File: config.mk
export PLATFORM = sky130hd
export DESIGN_NAME = hcpf_delay
export DESIGN_NICKNAME = d
export VERILOG_FILES = /design/src/hdl/hcpf_pkg.sv /design/src/hdl/hcpf_delay.sv
export SDC_FILE = /design/constraint.sdc
export NUM_CORES = 1
export LEC_CHECK = 0
export ABC_AREA = 1
export BUFFER_PORTS_ARGS = -buffer_cell sky130_fd_sc_hd__buf_2
export CORE_MARGIN = 2
export CORE_UTILIZATION = 37
export DETAILED_ROUTE_END_ITERATION = 7
export SKIP_CTS_REPAIR_TIMING = 1
export SLEW_MARGIN = 20
export SYNTH_ARGS = -nofsm -noshare
export SYNTH_HDL_FRONTEND = slang
export SYNTH_SLANG_ARGS = --single-unit
File: constraint.sdc
create_clock -name aclk -period 4.55 [get_ports aclk]
set_clock_uncertainty 0.2 [all_clocks]
set_input_delay 0.455 -clock aclk [delete_from_list [all_inputs] [get_ports aclk]]
set_output_delay 0.455 -clock aclk [all_outputs]
set_load 0.01 [all_outputs]
File: src/hdl/hcpf_pkg.sv
// shared constants and types for the hertz contact pair force pipeline
// no dependencies; used by every module under hdl
`timescale 1ns / 1ps

package hcpf_pkg;

    // field widths
    localparam int POS_W    = 32;
    localparam int RAD_W    = 31;
    localparam int DIFF_W   = POS_W + 1;
    localparam int FORCE_W  = 32;
    localparam int CFG_W    = 32;
    localparam int CFG_IDX_W = 2;
    localparam int STATUS_W = 2;

    // default of the axis count
    localparam int DIMENSIONS_DEFAULT = 3;

    // arithmetic unit sizes
    localparam int SQRT_IN_W  = 64;
    localparam int SQRT_OUT_W = SQRT_IN_W / 2;
    localparam int DIV_NUM_W  = 64;
    localparam int DIV_DEN_W  = 32;
    localparam int UNIT_Q_W   = 32;
    localparam int MAG_Q_W    = 64;

    // configuration register indexes
    typedef enum logic [CFG_IDX_W-1:0] {
        CFG_DEFORMATION_ENERGY = 2'd0,
        CFG_USE_CUTOFF         = 2'd1,
        CFG_CUTOFF_LENGTH      = 2'd2
    } cfg_index_t;

    // configuration reset values
    localparam logic [CFG_W-1:0] DEFORMATION_RESET = 32'd17476;
    localparam logic [CFG_W-1:0] CUTOFF_RESET      = 32'hFFFF_FFFF;

    // status codes
    localparam logic [STATUS_W-1:0] STATUS_OK         = 2'd0;
    localparam logic [STATUS_W-1:0] STATUS_COINCIDENT = 2'd1;
    localparam logic [STATUS_W-1:0] STATUS_SATURATED  = 2'd2;

endpackage

File: src/hdl/hcpf_delay.sv
// shift line that carries a valid bit and a sideband word alongside a unit
// depends on hcpf_pkg for default sizes
`timescale 1ns / 1ps

module hcpf_delay #(
    parameter int DATA_W = hcpf_pkg::CFG_W,
    parameter int DEPTH  = hcpf_pkg::SQRT_OUT_W
) (
    input  logic              aclk,
    input  logic              aresetn,
    input  logic              en,
    input  logic              in_valid,
    input  logic [DATA_W-1:0] in_data,
    output logic              out_valid,
    output logic [DATA_W-1:0] out_data
);

    logic              valid_reg [DEPTH];
    logic [DATA_W-1:0] data_reg  [DEPTH];

    // valid bits, cleared on reset
    always_ff @(posedge aclk) begin
        if (!aresetn) begin
            for (int k = 0; k < DEPTH; k++) begin
                valid_reg[k] <= 1'b0;
            end
        end else if (en) begin
            valid_reg[0] <= in_valid;
            for (int k = 1; k < DEPTH; k++) begin
                valid_reg[k] <= valid_reg[k-1];
            end
        end
    end

    // sideband words
    always_ff @(posedge aclk) begin
        if (en) begin
            data_reg[0] <= in_data;
            for (int k = 1; k < DEPTH; k++) begin
                data_reg[k] <= data_reg[k-1];
            end
        end
    end

    assign out_valid = valid_reg[DEPTH-1];
    assign out_data  = data_reg[DEPTH-1];

endmodule

==> metrics.md <==
| Metric | Value |
|---|---|
| RePlAce Congestion | `0.6207` |
| Cells after Synth | `1159` |
| GRT Overall Usage | `7.018%` |
| Vias per Instance | `4.040` |
| DIE WIDTH | `299.3 um` |
| VDD IR max | `0.0003304 V` |
| Avg Inst Size Synth | `27.84 um^2` |
| Initial antenna violation count | `1` |
| Total chip power | `19.70 mW` |
| Synth unique cells | `11` |
| Crit-path cells | `buf_2` |
| Initial core utilization | `37.25%` |
| DRT iter0 DRCs | `809` |
| Share of the synthesized area in the top cell type | `98.19%` |
| # setup viols final | `0` |
| Critical Path AT | `1280 ps` |
| Post-Route Setup TNS | `0 ps` |
| CP Class | `flip-flop to output pin` |
| Clock Tree Buf Depth | `3` |
| Top post-synthesis cells by area | `edfxtp_1 98%, buf_4 0.77%, inv_1 0.37%` |
| Clk sink count | `1056` |
| Total congestion overflow | `0` |
| PortBufs | `68` |
| Critical Path RT | `3890 ps` |
| Number of diodes | `0` |
| Die area | `89580 um^2` |
| Post-synth EDFFs | `1055` |
| R2r startpoint | `valid_reg[1][1]$_DFFE_PP_` |
| Static leakage | `12.65 nW` |
| HP Start | `aresetn` |
| Max Fclk | `0.5164 GHz` |
| Worst min path class | `input port to flip-flop` |
| Top-count cell post-synth | `edfxtp_1` |
| Worst-path fanout max | `1` |
| Area leader, netlist | `edfxtp_1` |
| Die height | `299.3 um` |
| Layout cells sized above 1 | `15.64%` |
| Sequential fraction of the synthesis area | `98.25%` |
| Core Area | `86620 um^2` |
| Vias in the first global route | `10448` |
| Final #Nets | `1376` |
| Cell Rows | `108` |
| Routed Antenna Nets | `0` |
| R2R depth | `2` |
| Synth async-reset ratio | `0%` |
| Crit path buffers/inverters | `1` |
| Most common library cells after synthesis | `1055 x edfxtp_1, 33 x buf_4, 32 x inv_1` |
| Endpoints failing hold | `0` |
| Area Overhead vs Synth | `16.19%` |
| Worst Setup End Kind | `output pin` |
| Tcrit/Tclk final | `42.56%` |
| H-tree levels | `3` |
| CTS tree | `yes` |
| PwrDens | `525.5 nW/um^2` |
| I/O Pins | `69` |
| Crit path depth | `1` |
| Fin. max-slew vios | `0` |
| Wire length per cell | `12.44 um` |
| Post-Syn Area | `32270 um^2` |
| CP startpoint | `data_reg[15][38]$_DFFE_PP_` |
| Max stage delay on crit path | `460 ps` |
| First-pass GRT wire length | `51.26 mm` |
| DRT Pass-1 Iters | `4` |
| Largest net degree at the start of global routing | `170` |
| Crit path launch type | `flip-flop` |
| Synthesized flop and latch total | `1056` |
| Run status | `complete, no violations` |
| Hpwl dp | `13.54 mm` |
| Hold Path Stages | `3` |
| DRC violations left | `0` |
| Clk_lat worst skew | `640 ps` |
| Final min period | `1936 ps` |
| Num CTS Buffers | `103` |
| WL final | `32.01 mm` |
| Top cell family by delay on the critical path | `flip-flops` |
| Slew @ Worst Pin | `857.1 ps` |
| CTS Root Cell | `clkbuf_16` |
| Max FFs per register | `1024` |
| Post-synth net total | `1195` |
| Rel. slew slack | `42.86%` |
| DR vias | `10398` |
| Unrepaired setup endpoints after global routing | `no` |
| Maxcap violations | `0` |
| Fin util | `43.28%` |
| Ys Warns | `0` |
| Critical-path top delay cell | `edfxtp_1` |
| Top FF cell, synth | `edfxtp_1` |
| Clock Pin Slew Worst Setup and Hold Paths | `60 ps` |
==> cell families (layout without fill, tap and decap cells) <==
family,count (synthesis),in the layout,synth area share [%]
DFF,1056,1056,98.25
buffers and inverters,67,327,1.210
and+or+nand+nor,36,36,0.5429
==> report_power, final <==
group / switching [mW] / internal [mW]
Combinational: 0.207 / 0.0591
Clock: 3.34 / 4.63
Sequential: 0.123 / 11.3
==> metal layers <==
layer  track usage, %  vias to the layer above  wire length [um]
met2            10.39                      183             14450
li1                 -                     4953                 -
met5                0                        -                 0
met3            2.551                      102              1697
met1            8.994                     5160             14530
met4            3.952                        0              1329
==> tightest hold or removal path, stage by stage <==
cell and delay [ps]:
buf_2 210, nand3_1 110, nand2_1 50
==> cell type report <==
cell class	count	area, um^2
clock buffers	136	2744
multi-input cells	36	177.7
well taps	1155	1445
fillers	7262	49130
repair buffers	111	843.3
inverters	32	120.1
clock inverters	48	459.2
flip-flops and latches	1056	31700
==> worst paths after layout <==
kind                                                 endpoint  slack [ps]
worst max-delay path                              out_data[6]        2610
worst min-delay path                  valid_reg[1][0]$_DFF_P_          40
worst max register to register  valid_reg[1][2]$_SDFFCE_PN0P_        3570
worst min register to register      data_reg[9][20]$_DFFE_PP_         210
==> per-stage QoR <==
| stage | hold slack (ps) | area, um^2 | setup slack, ps | std cells |
|---|---|---|---|---|
| finish | 36.94 | 37490 | 2614 | 2574 |
| global route | 33.57 | 37490 | 2515 | 2574 |
| CTS | -276.5 | 37160 | 2481 | 2541 |
| detailed placement | 204.5 | 33950 | 1778 | 2357 |
| global placement | 200.1 | 33950 | 1983 | 2357 |
| floorplan | 200.3 | 32270 | 2550 | 1159 |
==> cell usage in the layout, fill, tap and decap left out <==
cell           count
nor2_4             1
clkbuf_16        105
clkinv_2          11
clkinv_8           1
clkinvlp_4         3
clkinv_1          21
nand2_4            1
buf_2             67
inv_16             1
nand2_1           15
buf_8              1
nand2_2            1
nor2_1             7
buf_12             7
clkinv_16          1
clkinv_4           1
clkbuf_1          31
bufinv_16          7
dlygate4sd3_1     33
dfxtp_1            1
inv_6              2
buf_4              3
nand3_1            2
nor2_2             9
inv_1             32
edfxtp_1        1055
(Power assumes the default switching activity.)
