**config.mk**
```make
export PLATFORM = sky130hd
export DESIGN_NAME = hcpf_sqrt
export DESIGN_NICKNAME = d
export VERILOG_FILES = /design/src/hdl/hcpf_pkg.sv /design/src/hdl/hcpf_sqrt.sv
export SDC_FILE = /design/constraint.sdc
export NUM_CORES = 2
export LEC_CHECK = 0
export BUFFER_PORTS_ARGS = -buffer_cell sky130_fd_sc_hd__buf_2
export CAP_MARGIN = 40
export CORE_ASPECT_RATIO = 0.9
export CORE_UTILIZATION = 25
export DETAILED_ROUTE_END_ITERATION = 6
export PLACE_DENSITY = 0.4
export SYNTH_ARGS = -nofsm -noshare
export SYNTH_HDL_FRONTEND = slang
export SYNTH_MEMORY_MAX_BITS = 65536
export SYNTH_SLANG_ARGS = --single-unit
```
**constraint.sdc**
```tcl
create_clock -name aclk -period 9.32 [get_ports aclk]
set_input_delay 2.33 -clock aclk [delete_from_list [all_inputs] [get_ports aclk]]
set_output_delay 2.33 -clock aclk [all_outputs]
set_load 0.03 [all_outputs]
```
**src/hdl/hcpf_pkg.sv**
```systemverilog
// shared constants and types for the hertz contact pair force pipeline
// no dependencies; used by every module under hdl
`timescale 1ns / 1ps

package hcpf_pkg;

    // field widths
    localparam int POS_W    = 32;
    localparam int RAD_W    = 31;
    localparam int DIFF_W   = POS_W + 1;
    localparam int FORCE_W  = 32;
    localparam int CFG_W    = 32;
    localparam int CFG_IDX_W = 2;
    localparam int STATUS_W = 2;

    // default of the axis count
    localparam int DIMENSIONS_DEFAULT = 3;

    // arithmetic unit sizes
    localparam int SQRT_IN_W  = 64;
    localparam int SQRT_OUT_W = SQRT_IN_W / 2;
    localparam int DIV_NUM_W  = 64;
    localparam int DIV_DEN_W  = 32;
    localparam int UNIT_Q_W   = 32;
    localparam int MAG_Q_W    = 64;

    // configuration register indexes
    typedef enum logic [CFG_IDX_W-1:0] {
        CFG_DEFORMATION_ENERGY = 2'd0,
        CFG_USE_CUTOFF         = 2'd1,
        CFG_CUTOFF_LENGTH      = 2'd2
    } cfg_index_t;

    // configuration reset values
    localparam logic [CFG_W-1:0] DEFORMATION_RESET = 32'd17476;
    localparam logic [CFG_W-1:0] CUTOFF_RESET      = 32'hFFFF_FFFF;

    // status codes
    localparam logic [STATUS_W-1:0] STATUS_OK         = 2'd0;
    localparam logic [STATUS_W-1:0] STATUS_COINCIDENT = 2'd1;
    localparam logic [STATUS_W-1:0] STATUS_SATURATED  = 2'd2;

endpackage

```
**src/hdl/hcpf_sqrt.sv**
```systemverilog
// pipelined integer square root, one result bit per register stage
// depends on hcpf_pkg for default sizes
`timescale 1ns / 1ps

module hcpf_sqrt #(
    parameter int IN_W = hcpf_pkg::SQRT_IN_W
) (
    input  logic              aclk,
    input  logic              en,
    input  logic [IN_W-1:0]   radicand,
    output logic [IN_W/2-1:0] root
);

    localparam int OUT_W = IN_W / 2;
    localparam int REM_W = OUT_W + 1;

    logic [REM_W-1:0] rem_reg  [OUT_W];
    logic [OUT_W-1:0] root_reg [OUT_W];
    logic [IN_W-1:0]  rad_reg  [OUT_W];

    for (genvar k = 0; k < OUT_W; k++) begin : g_step
        logic [REM_W-1:0] rem_in;
        logic [OUT_W-1:0] root_in;
        logic [IN_W-1:0]  rad_in;
        logic [REM_W+1:0] trial_rem;
        logic [REM_W+1:0] trial_sub;
        logic             take;
        logic [REM_W-1:0] rem_next;
        logic [OUT_W-1:0] root_next;

        if (k == 0) begin : g_first
            assign rem_in  = '0;
            assign root_in = '0;
            assign rad_in  = radicand;
        end else begin : g_rest
            assign rem_in  = rem_reg[k-1];
            assign root_in = root_reg[k-1];
            assign rad_in  = rad_reg[k-1];
        end

        // bring down two radicand bits and try to subtract 4*root+1
        always_comb begin
            trial_rem = {rem_in, rad_in[IN_W-1-2*k -: 2]};
            trial_sub = {1'b0, root_in, 2'b01};
            take      = (trial_rem >= trial_sub);
            rem_next  = take ? REM_W'(trial_rem - trial_sub) : REM_W'(trial_rem);
            root_next = {root_in[OUT_W-2:0], take};
        end

        always_ff @(posedge aclk) begin
            if (en) begin
                rem_reg[k]  <= rem_next;
                root_reg[k] <= root_next;
                rad_reg[k]  <= rad_in;
            end
        end
    end

    assign root = root_reg[OUT_W-1];

endmodule

```
==> flow_metrics.env <==
export IMPL_status="finished, final reports clean"
export IMPL_start_util_pct=25.2
export IMPL_grt_pass1_vias=69100
export IMPL_drive_gt1_share_pct=7.72
export IMPL_synth_seq_cells=2495
export IMPL_cts_sinks=2495
export IMPL_grt_pass1_wl_um=416000
export IMPL_leakage_nw=49.7
export IMPL_critPathMaxStageDelay_ps=840
export IMPL_vias=69500
export IMPL_antenna_found_initial=7
export IMPL_critPathKind="flop to flop"
export IMPL_cts_max_path_buffers=4
export IMPL_post_route_min_period_ps=4400
export IMPL_routed_wl_um=271000
export IMPL_drc_errors=0
export IMPL_fill_cells=46500
export IMPL_synth_distinct_cells=86
export IMPL_finalMaxSlewViolations=0
export IMPL_slowest_stage="and3_1"
export IMPL_synth_cell_area_mm2=0.116
export IMPL_hold_violations=0
export IMPL_worst_pin_slew_ps=1230
export IMPL_holdBufCountCts=0
export IMPL_synth_fp_nets=9594
export IMPL_power_density_mw_per_mm2=247
export IMPL_synth_edf_count=2495
export IMPL_path_cells="or4_1 > or3_1 > or4_1 > or3_1 > nor3_1 > and3_1 > nor3_1 > and3_1 > xor2_1"
export IMPL_rsz0062_at_grt="false"
export IMPL_cts_buffers=299
export IMPL_die_y_um=648
export IMPL_ant_nets=0
export IMPL_multiInputGateArea_mm2=0.0378
export IMPL_final_cells=15600
export IMPL_post_cts_setup_buffers=0
export IMPL_synth_avg_cell_area_um2=12.9
export IMPL_tns_ps=0
export IMPL_die_area_mm2=0.467
export IMPL_grt_max_degree=187
export IMPL_post_drt_wl_per_cell_um=17.4
export IMPL_setup_violations=0
export IMPL_max_slew_margin_pct=18.0
export IMPL_hpwl_um=194000
export IMPL_drtPass1Iterations=6
export IMPL_finClkSkew_ps=57.9
export IMPL_place_area_mm2=0.124
export IMPL_portBuffers=97
export IMPL_synthFlopType="edfxtp_1"
export IMPL_initialDrtViolationCount=5461
export IMPL_ctsResizeCount=0
export IMPL_cts_max_level=5
export IMPL_synthCells=8967
export IMPL_critPathLaunchType="flop"
export IMPL_layout_nets=9873
export IMPL_fin_area_mm2=0.134
export IMPL_core_area_mm2=0.460
export IMPL_yosysWarnings=0
export IMPL_critPathBufInv=0
export IMPL_die_w_um=720
export IMPL_cts_root_buf="clkbuf_16"
export IMPL_cp_top_family="simple AND/OR/NAND/NOR gates"
export IMPL_final_core_util_pct=29.0
export IMPL_globalRouteOverflowTotal=0
export IMPL_hold_path_class="flop to flop"
export IMPL_crit_fanout=23
export IMPL_final_common_cell="edfxtp_1"
export IMPL_crit_arrival_ps=5080
export IMPL_clk_pin_slew_worst_paths_ps=60
export IMPL_clkLatencyLatePin_ps=930
export IMPL_peakVddDrop_mv=0.140
export IMPL_critPathCaptureType="flop"
export IMPL_required_ps=9990
export IMPL_power_mw=33.1
export IMPL_largest_reg_flops=992
export IMPL_post_place_cells=15000
export IMPL_ys_seq_area_share_pct=64.6
export IMPL_register_area_mm2=0.0749
export IMPL_max_freq_ghz=0.227
export IMPL_io_pins=98
export IMPL_layout_common_cells="edfxtp_1, inv_1, nand2_1"
export IMPL_area_growth_pct=15.2
export IMPL_place_gp_congestion=0.847
export IMPL_cts_tree="yes"
export IMPL_grt_use_total_pct=11.2
export IMPL_cap_violations=0
export IMPL_period_share_pct=47.3
export IMPL_avgViaCountPerCell=4.47
export IMPL_fp_row_count=236
export IMPL_async_flop_share_pct=0
## kinds of logic after synthesis
group / after synthesis / synth area share, %
other: 1 / 0.00323
AO/OA/AOI/OAI: 1845 / 9.81
XOR/XNOR: 781 / 5.90
flip-flops: 2495 / 64.6
multiplexers: 96 / 0.915
adder cells (fa/ha/maj): 561 / 6.05
buffers and inverters: 888 / 2.89
AND/OR/NAND/NOR: 2300 / 9.83
## worst register-to-register path, stage by stage, from the launching register on
cell and delay [ps]:
edfxtp_1 460, or4_1 540, or3_1 380, or4_1 460
or3_1 380, nor3_1 480, and3_1 840, nor3_1 220
and3_1 260, xor2_1 130
## cells in the mapped netlist (31+ instances only)
library cell | count | area share, %
o31ai_1 | 48 | 0.31
nand4_1 | 102 | 0.55
nand3_1 | 138 | 0.60
and3_1 | 54 | 0.29
xor2_1 | 408 | 3.1
o21bai_1 | 50 | 0.32
edfxtp_1 | 2495 | 65
clkbuf_1 | 167 | 0.54
a31oi_1 | 52 | 0.28
mux2_2 | 80 | 0.78
nor4_1 | 132 | 0.71
nor2_1 | 559 | 1.8
a21o_1 | 251 | 1.6
o21ai_0 | 490 | 2.1
nand2_1 | 580 | 1.9
or3_1 | 101 | 0.54
ha_1 | 561 | 6.1
a21oi_1 | 568 | 2.5
nor2b_1 | 84 | 0.45
nand2b_1 | 107 | 0.58
inv_1 | 698 | 2.3
o21a_1 | 102 | 0.66
nor3_1 | 214 | 0.92
o211ai_1 | 31 | 0.20
a211oi_1 | 53 | 0.34
or4_1 | 63 | 0.41
or2_2 | 41 | 0.22
xnor2_1 | 373 | 2.8
## per-stage QoR
stage          hold slack, ps  setup WS, ps
2_1_floorplan             400          5690
5_1_grt                   367          4590
3_3_place_gp              400          4540
6_report                  369          4920
3_5_place_dp              405          4450
4_1_cts                   353          4900
## layout make-up
class                      count  share of cell area, %
clock inverter               171                   1.25
inverter                     702                   1.97
timing repair buffer         164                  0.907
tap                         6069                   5.68
clock buffer                 366                   5.84
antenna                        3                0.00562
multi-input combinational   5584                   28.3
sequential                  2495                   56.1
## final timing paths
| kind | end | from | depth (start not counted) | slack [ps] |
|---|---|---|---|---|
| worst max-delay path | rem_reg[9][17] | rem_reg[8][18] | 9 | 4920 |
| worst min-delay path | rad_reg[14][14] | rad_reg[13][14] | 0 | 370 |
| worst max register to register | rem_reg[9][17] | rem_reg[8][18] | 9 | 4920 |
| worst min register to register | rad_reg[14][14] | rad_reg[13][14] | 0 | 370 |
## power by group
part	switching, mW	internal (mW)	leakage (nW)
Sequential	0.980	14.2	24.0
Clock	4.81	6.58	4.60
Combinational	3.84	2.66	21.1
Total	9.63	23.4	49.7
## layer usage
layer	wire length, um	vias to the layer above	global-route usage [%]
li1	-	33900	-
met1	128000	33800	15.6
met2	123000	1431	18.2
met3	13200	416	1.87
met4	6650	0	2.93
met5	0	-	0
No activity file was read; power rests on OpenSTA's default activity.
