File: src/hdl/hcpf_pkg.sv
// shared constants and types for the hertz contact pair force pipeline
// no dependencies; used by every module under hdl
`timescale 1ns / 1ps

package hcpf_pkg;

    // field widths
    localparam int POS_W    = 32;
    localparam int RAD_W    = 31;
    localparam int DIFF_W   = POS_W + 1;
    localparam int FORCE_W  = 32;
    localparam int CFG_W    = 32;
    localparam int CFG_IDX_W = 2;
    localparam int STATUS_W = 2;

    // default of the axis count
    localparam int DIMENSIONS_DEFAULT = 3;

    // arithmetic unit sizes
    localparam int SQRT_IN_W  = 64;
    localparam int SQRT_OUT_W = SQRT_IN_W / 2;
    localparam int DIV_NUM_W  = 64;
    localparam int DIV_DEN_W  = 32;
    localparam int UNIT_Q_W   = 32;
    localparam int MAG_Q_W    = 64;

    // configuration register indexes
    typedef enum logic [CFG_IDX_W-1:0] {
        CFG_DEFORMATION_ENERGY = 2'd0,
        CFG_USE_CUTOFF         = 2'd1,
        CFG_CUTOFF_LENGTH      = 2'd2
    } cfg_index_t;

    // configuration reset values
    localparam logic [CFG_W-1:0] DEFORMATION_RESET = 32'd17476;
    localparam logic [CFG_W-1:0] CUTOFF_RESET      = 32'hFFFF_FFFF;

    // status codes
    localparam logic [STATUS_W-1:0] STATUS_OK         = 2'd0;
    localparam logic [STATUS_W-1:0] STATUS_COINCIDENT = 2'd1;
    localparam logic [STATUS_W-1:0] STATUS_SATURATED  = 2'd2;

endpackage

File: src/hdl/hcpf_div.sv
// pipelined restoring divider, one quotient bit per register stage
// depends on hcpf_pkg for default sizes; quotient must fit in QUO_W bits
`timescale 1ns / 1ps

module hcpf_div #(
    parameter int NUM_W = hcpf_pkg::DIV_NUM_W,
    parameter int DEN_W = hcpf_pkg::DIV_DEN_W,
    parameter int QUO_W = hcpf_pkg::UNIT_Q_W
) (
    input  logic             aclk,
    input  logic             en,
    input  logic [NUM_W-1:0] numerator,
    input  logic [DEN_W-1:0] denominator,
    output logic [QUO_W-1:0] quotient
);

    logic [DEN_W-1:0] rem_reg [QUO_W];
    logic [QUO_W-1:0] quo_reg [QUO_W];
    logic [QUO_W-1:0] num_reg [QUO_W];
    logic [DEN_W-1:0] den_reg [QUO_W];

    for (genvar k = 0; k < QUO_W; k++) begin : g_step
        logic [DEN_W-1:0] rem_in;
        logic [QUO_W-1:0] quo_in;
        logic [QUO_W-1:0] num_in;
        logic [DEN_W-1:0] den_in;
        logic [DEN_W:0]   trial;
        logic             take;
        logic [DEN_W-1:0] rem_next;
        logic [QUO_W-1:0] quo_next;

        if (k == 0) begin : g_first
            // upper numerator bits start the remainder
            assign rem_in = DEN_W'(numerator >> QUO_W);
            assign quo_in = '0;
            assign num_in = numerator[QUO_W-1:0];
            assign den_in = denominator;
        end else begin : g_rest
            assign rem_in = rem_reg[k-1];
            assign quo_in = quo_reg[k-1];
            assign num_in = num_reg[k-1];
            assign den_in = den_reg[k-1];
        end

        // shift in the next numerator bit and compare against the divisor
        always_comb begin
            trial    = {rem_in, num_in[QUO_W-1-k]};
            take     = (trial >= {1'b0, den_in});
            rem_next = take ? DEN_W'(trial - {1'b0, den_in}) : DEN_W'(trial);
            quo_next = {quo_in[QUO_W-2:0], take};
        end

        always_ff @(posedge aclk) begin
            if (en) begin
                rem_reg[k] <= rem_next;
                quo_reg[k] <= quo_next;
                num_reg[k] <= num_in;
                den_reg[k] <= den_in;
            end
        end
    end

    assign quotient = quo_reg[QUO_W-1];

endmodule

File: config.mk
export PLATFORM = sky130hd
export DESIGN_NAME = hcpf_div
export DESIGN_NICKNAME = d
export VERILOG_FILES = /design/src/hdl/hcpf_pkg.sv /design/src/hdl/hcpf_div.sv
export SDC_FILE = /design/constraint.sdc
export NUM_CORES = 2
export LEC_CHECK = 0
export BUFFER_PORTS_ARGS = -buffer_cell sky130_fd_sc_hd__buf_2
export CAP_MARGIN = 20
export CORE_MARGIN = 10
export CORE_UTILIZATION = 49
export DETAILED_ROUTE_END_ITERATION = 10
export HOLD_SLACK_MARGIN = 0.03
export SLEW_MARGIN = 10
export SYNTH_ARGS = -nofsm -noshare
export SYNTH_HDL_FRONTEND = slang
export SYNTH_SLANG_ARGS = --single-unit
File: constraint.sdc
create_clock -name aclk -period 6.85 [get_ports aclk]
set_clock_uncertainty 0.1 [all_clocks]
set_input_delay 0.3425 -clock aclk [delete_from_list [all_inputs] [get_ports aclk]]
set_output_delay 0.3425 -clock aclk [all_outputs]
set_load 0.03 [all_outputs]
==> qor.yml <==
status:
  status: "complete, no violations"
route:
  drt_wl_total_mm: 375
  post-route-drc-count: 0
  vias_per_cell: 5.65
  ant_nets: 0
  drtIter0Drc: 8511
  dr_total_vias: 100000
  dr.pass1.iters: 7
  routedWlPerCell_um: 21.2
pwr:
  p_switching_mw: 31.1
  peakVddDrop_mv: 0.268
  p_per_area_nw_per_um2: 483
  leakage_nw: 69.8
  p_int_mw: 52.7
  combPwrFrac_pct: 42.9
  netSwitchingFraction_pct: 37.1
  pwr-share-clk_pct: 21.6
  finalPower_mw: 83.8
  power_frac_seq_pct: 35.4
setup_path:
  crit_fanout: 34
  start_kind: "flop"
  arrival_ns: 5.29
  crit_path_end_kind: "flop"
  worstPathRequired_ns: 7.42
  critPathKind: "reg -> reg"
timing:
  setup_tns_ns: 0
  tightest_slew_ns: 1.10
  finalSetupViolCount: 0
  rsz0062_at_grt: "false"
  drv_slew: 0
  timing.final.crit_share_pct: 69.0
  min_period_ns: 4.72
  hold_ws_ns: 0.112
  timing.fmax_mhz: 212
  hold_viol: 0
  slew_headroom_pct: 25.8
floorplanning:
  dieArea_sq_um: 339000
  ios: 130
  initial_core_util_pct: 49.2
  die_h_um: 583
  core-area_sq_um: 315000
  fp.dieW_um: 583
  num_rows: 206
cts:
  clk_latency_ns: 0.94
  cts_root_buffer: "clkbuf_16"
  cts_buffer_depth: 4
  clkSinkCount: 3008
  cts_inserted_buffers: 332
  h-tree-depth: 5
  cts_tree: "done"
  ctsResizeCount: 0
  clk_pin_slew_ns: 0.06
logic_synthesis:
  synth_area_leaders: "edfxtp_1 58%, ha_1 8.3%, a21oi_1 3.2%"
  synthFlopType: "edfxtp_1"
  netlist.area_leader.share_pct: 58.2
  synthCells: 12900
  synthTopCellsByCount: "3008 x edfxtp_1, 1252 x inv_1, 1024 x ha_1"
  syn_avg_cell_area_sq_um: 12.1
  synth_most_common_cell: "edfxtp_1"
  yosys_warnings: 0
  yosysTopAreaCell: "edfxtp_1"
  syn_area_sq_um: 155000
  seq_area_frac_synth_pct: 58.2
  synthArstFlopShare_pct: 0
  ys_types: 93
  synth_edf_count: 3008
  ys_seq_elements: 3008
  synth.net_count: 14000
grt:
  grt_pass1_vias: 98400
  antenna_found_initial: 5
  grt_pass1_wl_mm: 575
  overflow: 0
  grtUsageTotal_pct: 21.3
  grt_max_degree: 200
final_layout:
  design_area_sq_um: 174000
  layout-drive-gt1-share_pct: 8.59
  syn_to_final_growth_pct: 11.9
  layout.nets: 14400
hold_path:
  hold_class: "in -> reg"
placement:
  post-dp-hpwl_mm: 279
  placed_area_sq_um: 161000
  gp_congestion: 0.922
  port_buffers: 129
run:
  max_cap_viol_count: 0
[critical path, cell delays in order (launching register included)]
cell and delay, ns:
edfxtp_1 0.42, inv_1 0.08, ha_1 0.25, nor2b_1 0.16, o31a_1 0.29, o41a_1 0.36
o41ai_2 0.54, o211ai_1 0.17, a211oi_1 0.47, o21ai_1 0.25, a31oi_4 0.73, buf_4 0.39
a211oi_1 0.07, a21o_1 0.15
[power by group through the flow]
stage | Clock [mW] | Sequential [mW] | Combinational [mW]
2_1_floorplan | 0 | 28.2 | 27.2
3_3_place_gp | 0 | 30.1 | 34.8
3_5_place_dp | 0 | 30.1 | 35.3
4_1_cts | 18.7 | 29.8 | 35.7
5_1_grt | 19.4 | 30.0 | 39.9
6_report | 18.1 | 29.7 | 36.0
[repair_timing]
action / CTS / global route
hold buffers: 168 / 0
endpoints found under the setup margin: 0 / 0
endpoints found under the hold margin: 182 / 0
setup buffers: 0 / 0
[final timing paths]
| check | to | cells after the start | slack, ns | from |
|---|---|---|---|---|
| worst max-delay path | rem_reg[0][132] | 13 | 2.13 | den_reg[0][97] |
| worst min-delay path | den_reg[0][20] | 2 | 0.11 | denominator[20] |
| worst max register to register | rem_reg[0][132] | 13 | 2.13 | den_reg[0][97] |
| worst min register to register | num_reg[0][49] | 0 | 0.28 | num_reg[0][17] |
[cell families (layout without fill, tap and decap cells)]
| kind of cell | count (synthesis) | after routing | share of synthesized area (%) |
|---|---|---|---|
| AO/OA/AOI/OAI | 3373 | 3373 | 13.6 |
| flip-flops | 3008 | 3008 | 58.2 |
| AND/OR/NAND/NOR | 2643 | 2643 | 8.05 |
| buffers and inverters | 1554 | 2228 | 3.80 |
| adder cells (fa/ha/maj) | 1055 | 1055 | 8.66 |
| XOR/XNOR | 832 | 832 | 4.70 |
| multiplexers | 403 | 403 | 2.96 |
| other | 0 | 6 | 0 |
[cell type report]
cell class / count / area (sq um)
diodes: 6 / 15.0
fillers: 26300 / 141000
clock buffers: 391 / 8680
repair buffers: 375 / 3200
inverters: 1253 / 4700
clock inverters: 209 / 2410
well taps: 4160 / 5200
flip-flops and latches: 3008 / 90300
multi-input cells: 8306 / 59100
[per-layer routing]
layer  vias to the layer above  GRT usage [%]  share of wire (%)
li1                      48400              -                  -
met1                     48500           27.3                 42
met2                      2470           38.0                 50
met3                       679           2.10                4.0
met4                         2           6.85                3.6
met5                         -              0             0.0019
[per-stage QoR]
step,worst slack [ns],cells,util (%)
5_1_grt,1.84,17700,55.1
6_report,2.13,17700,55.1
4_1_cts,2.11,17700,55.1
3_5_place_dp,2.15,16900,51.0
2_1_floorplan,3.17,12900,-
3_3_place_gp,1.99,16900,51.0
[cells in the final DEF, fill, tap and decap left out, types with 33 or more instances in the layout]
| master | synthesis | layout |
|---|---|---|
| a211oi_1 | 81 | 81 |
| a21o_1 | 554 | 552 |
| a21oi_1 | 994 | 994 |
| a31oi_1 | 110 | 106 |
| and2_1 | 47 | 47 |
| and3_1 | 90 | 90 |
| buf_2 | 26 | 128 |
| buf_4 | 3 | 55 |
| bufinv_16 | 0 | 42 |
| clkbuf_1 | 261 | 52 |
| clkbuf_16 | 0 | 339 |
| clkinv_1 | 0 | 64 |
| clkinv_2 | 0 | 46 |
| dlygate4sd3_1 | 0 | 168 |
| edfxtp_1 | 3008 | 3008 |
| ha_1 | 1024 | 1024 |
| inv_1 | 1252 | 1252 |
| mux2_2 | 344 | 344 |
| mux2i_1 | 33 | 33 |
| nand2_1 | 905 | 904 |
| nand2b_1 | 139 | 139 |
| nand3_1 | 199 | 199 |
| nand4_1 | 158 | 158 |
| nor2_1 | 635 | 635 |
| nor2b_1 | 123 | 123 |
| nor3_1 | 131 | 131 |
| nor4_1 | 48 | 48 |
| o211ai_1 | 38 | 38 |
| o21a_1 | 132 | 132 |
| o21ai_0 | 856 | 855 |
| o21bai_1 | 121 | 121 |
| o31a_1 | 41 | 40 |
| o31ai_1 | 82 | 80 |
| or3_1 | 48 | 48 |
| xnor2_1 | 476 | 476 |
| xor2_1 | 356 | 356 |
Note: power is estimated with default switching activity, not from simulation.
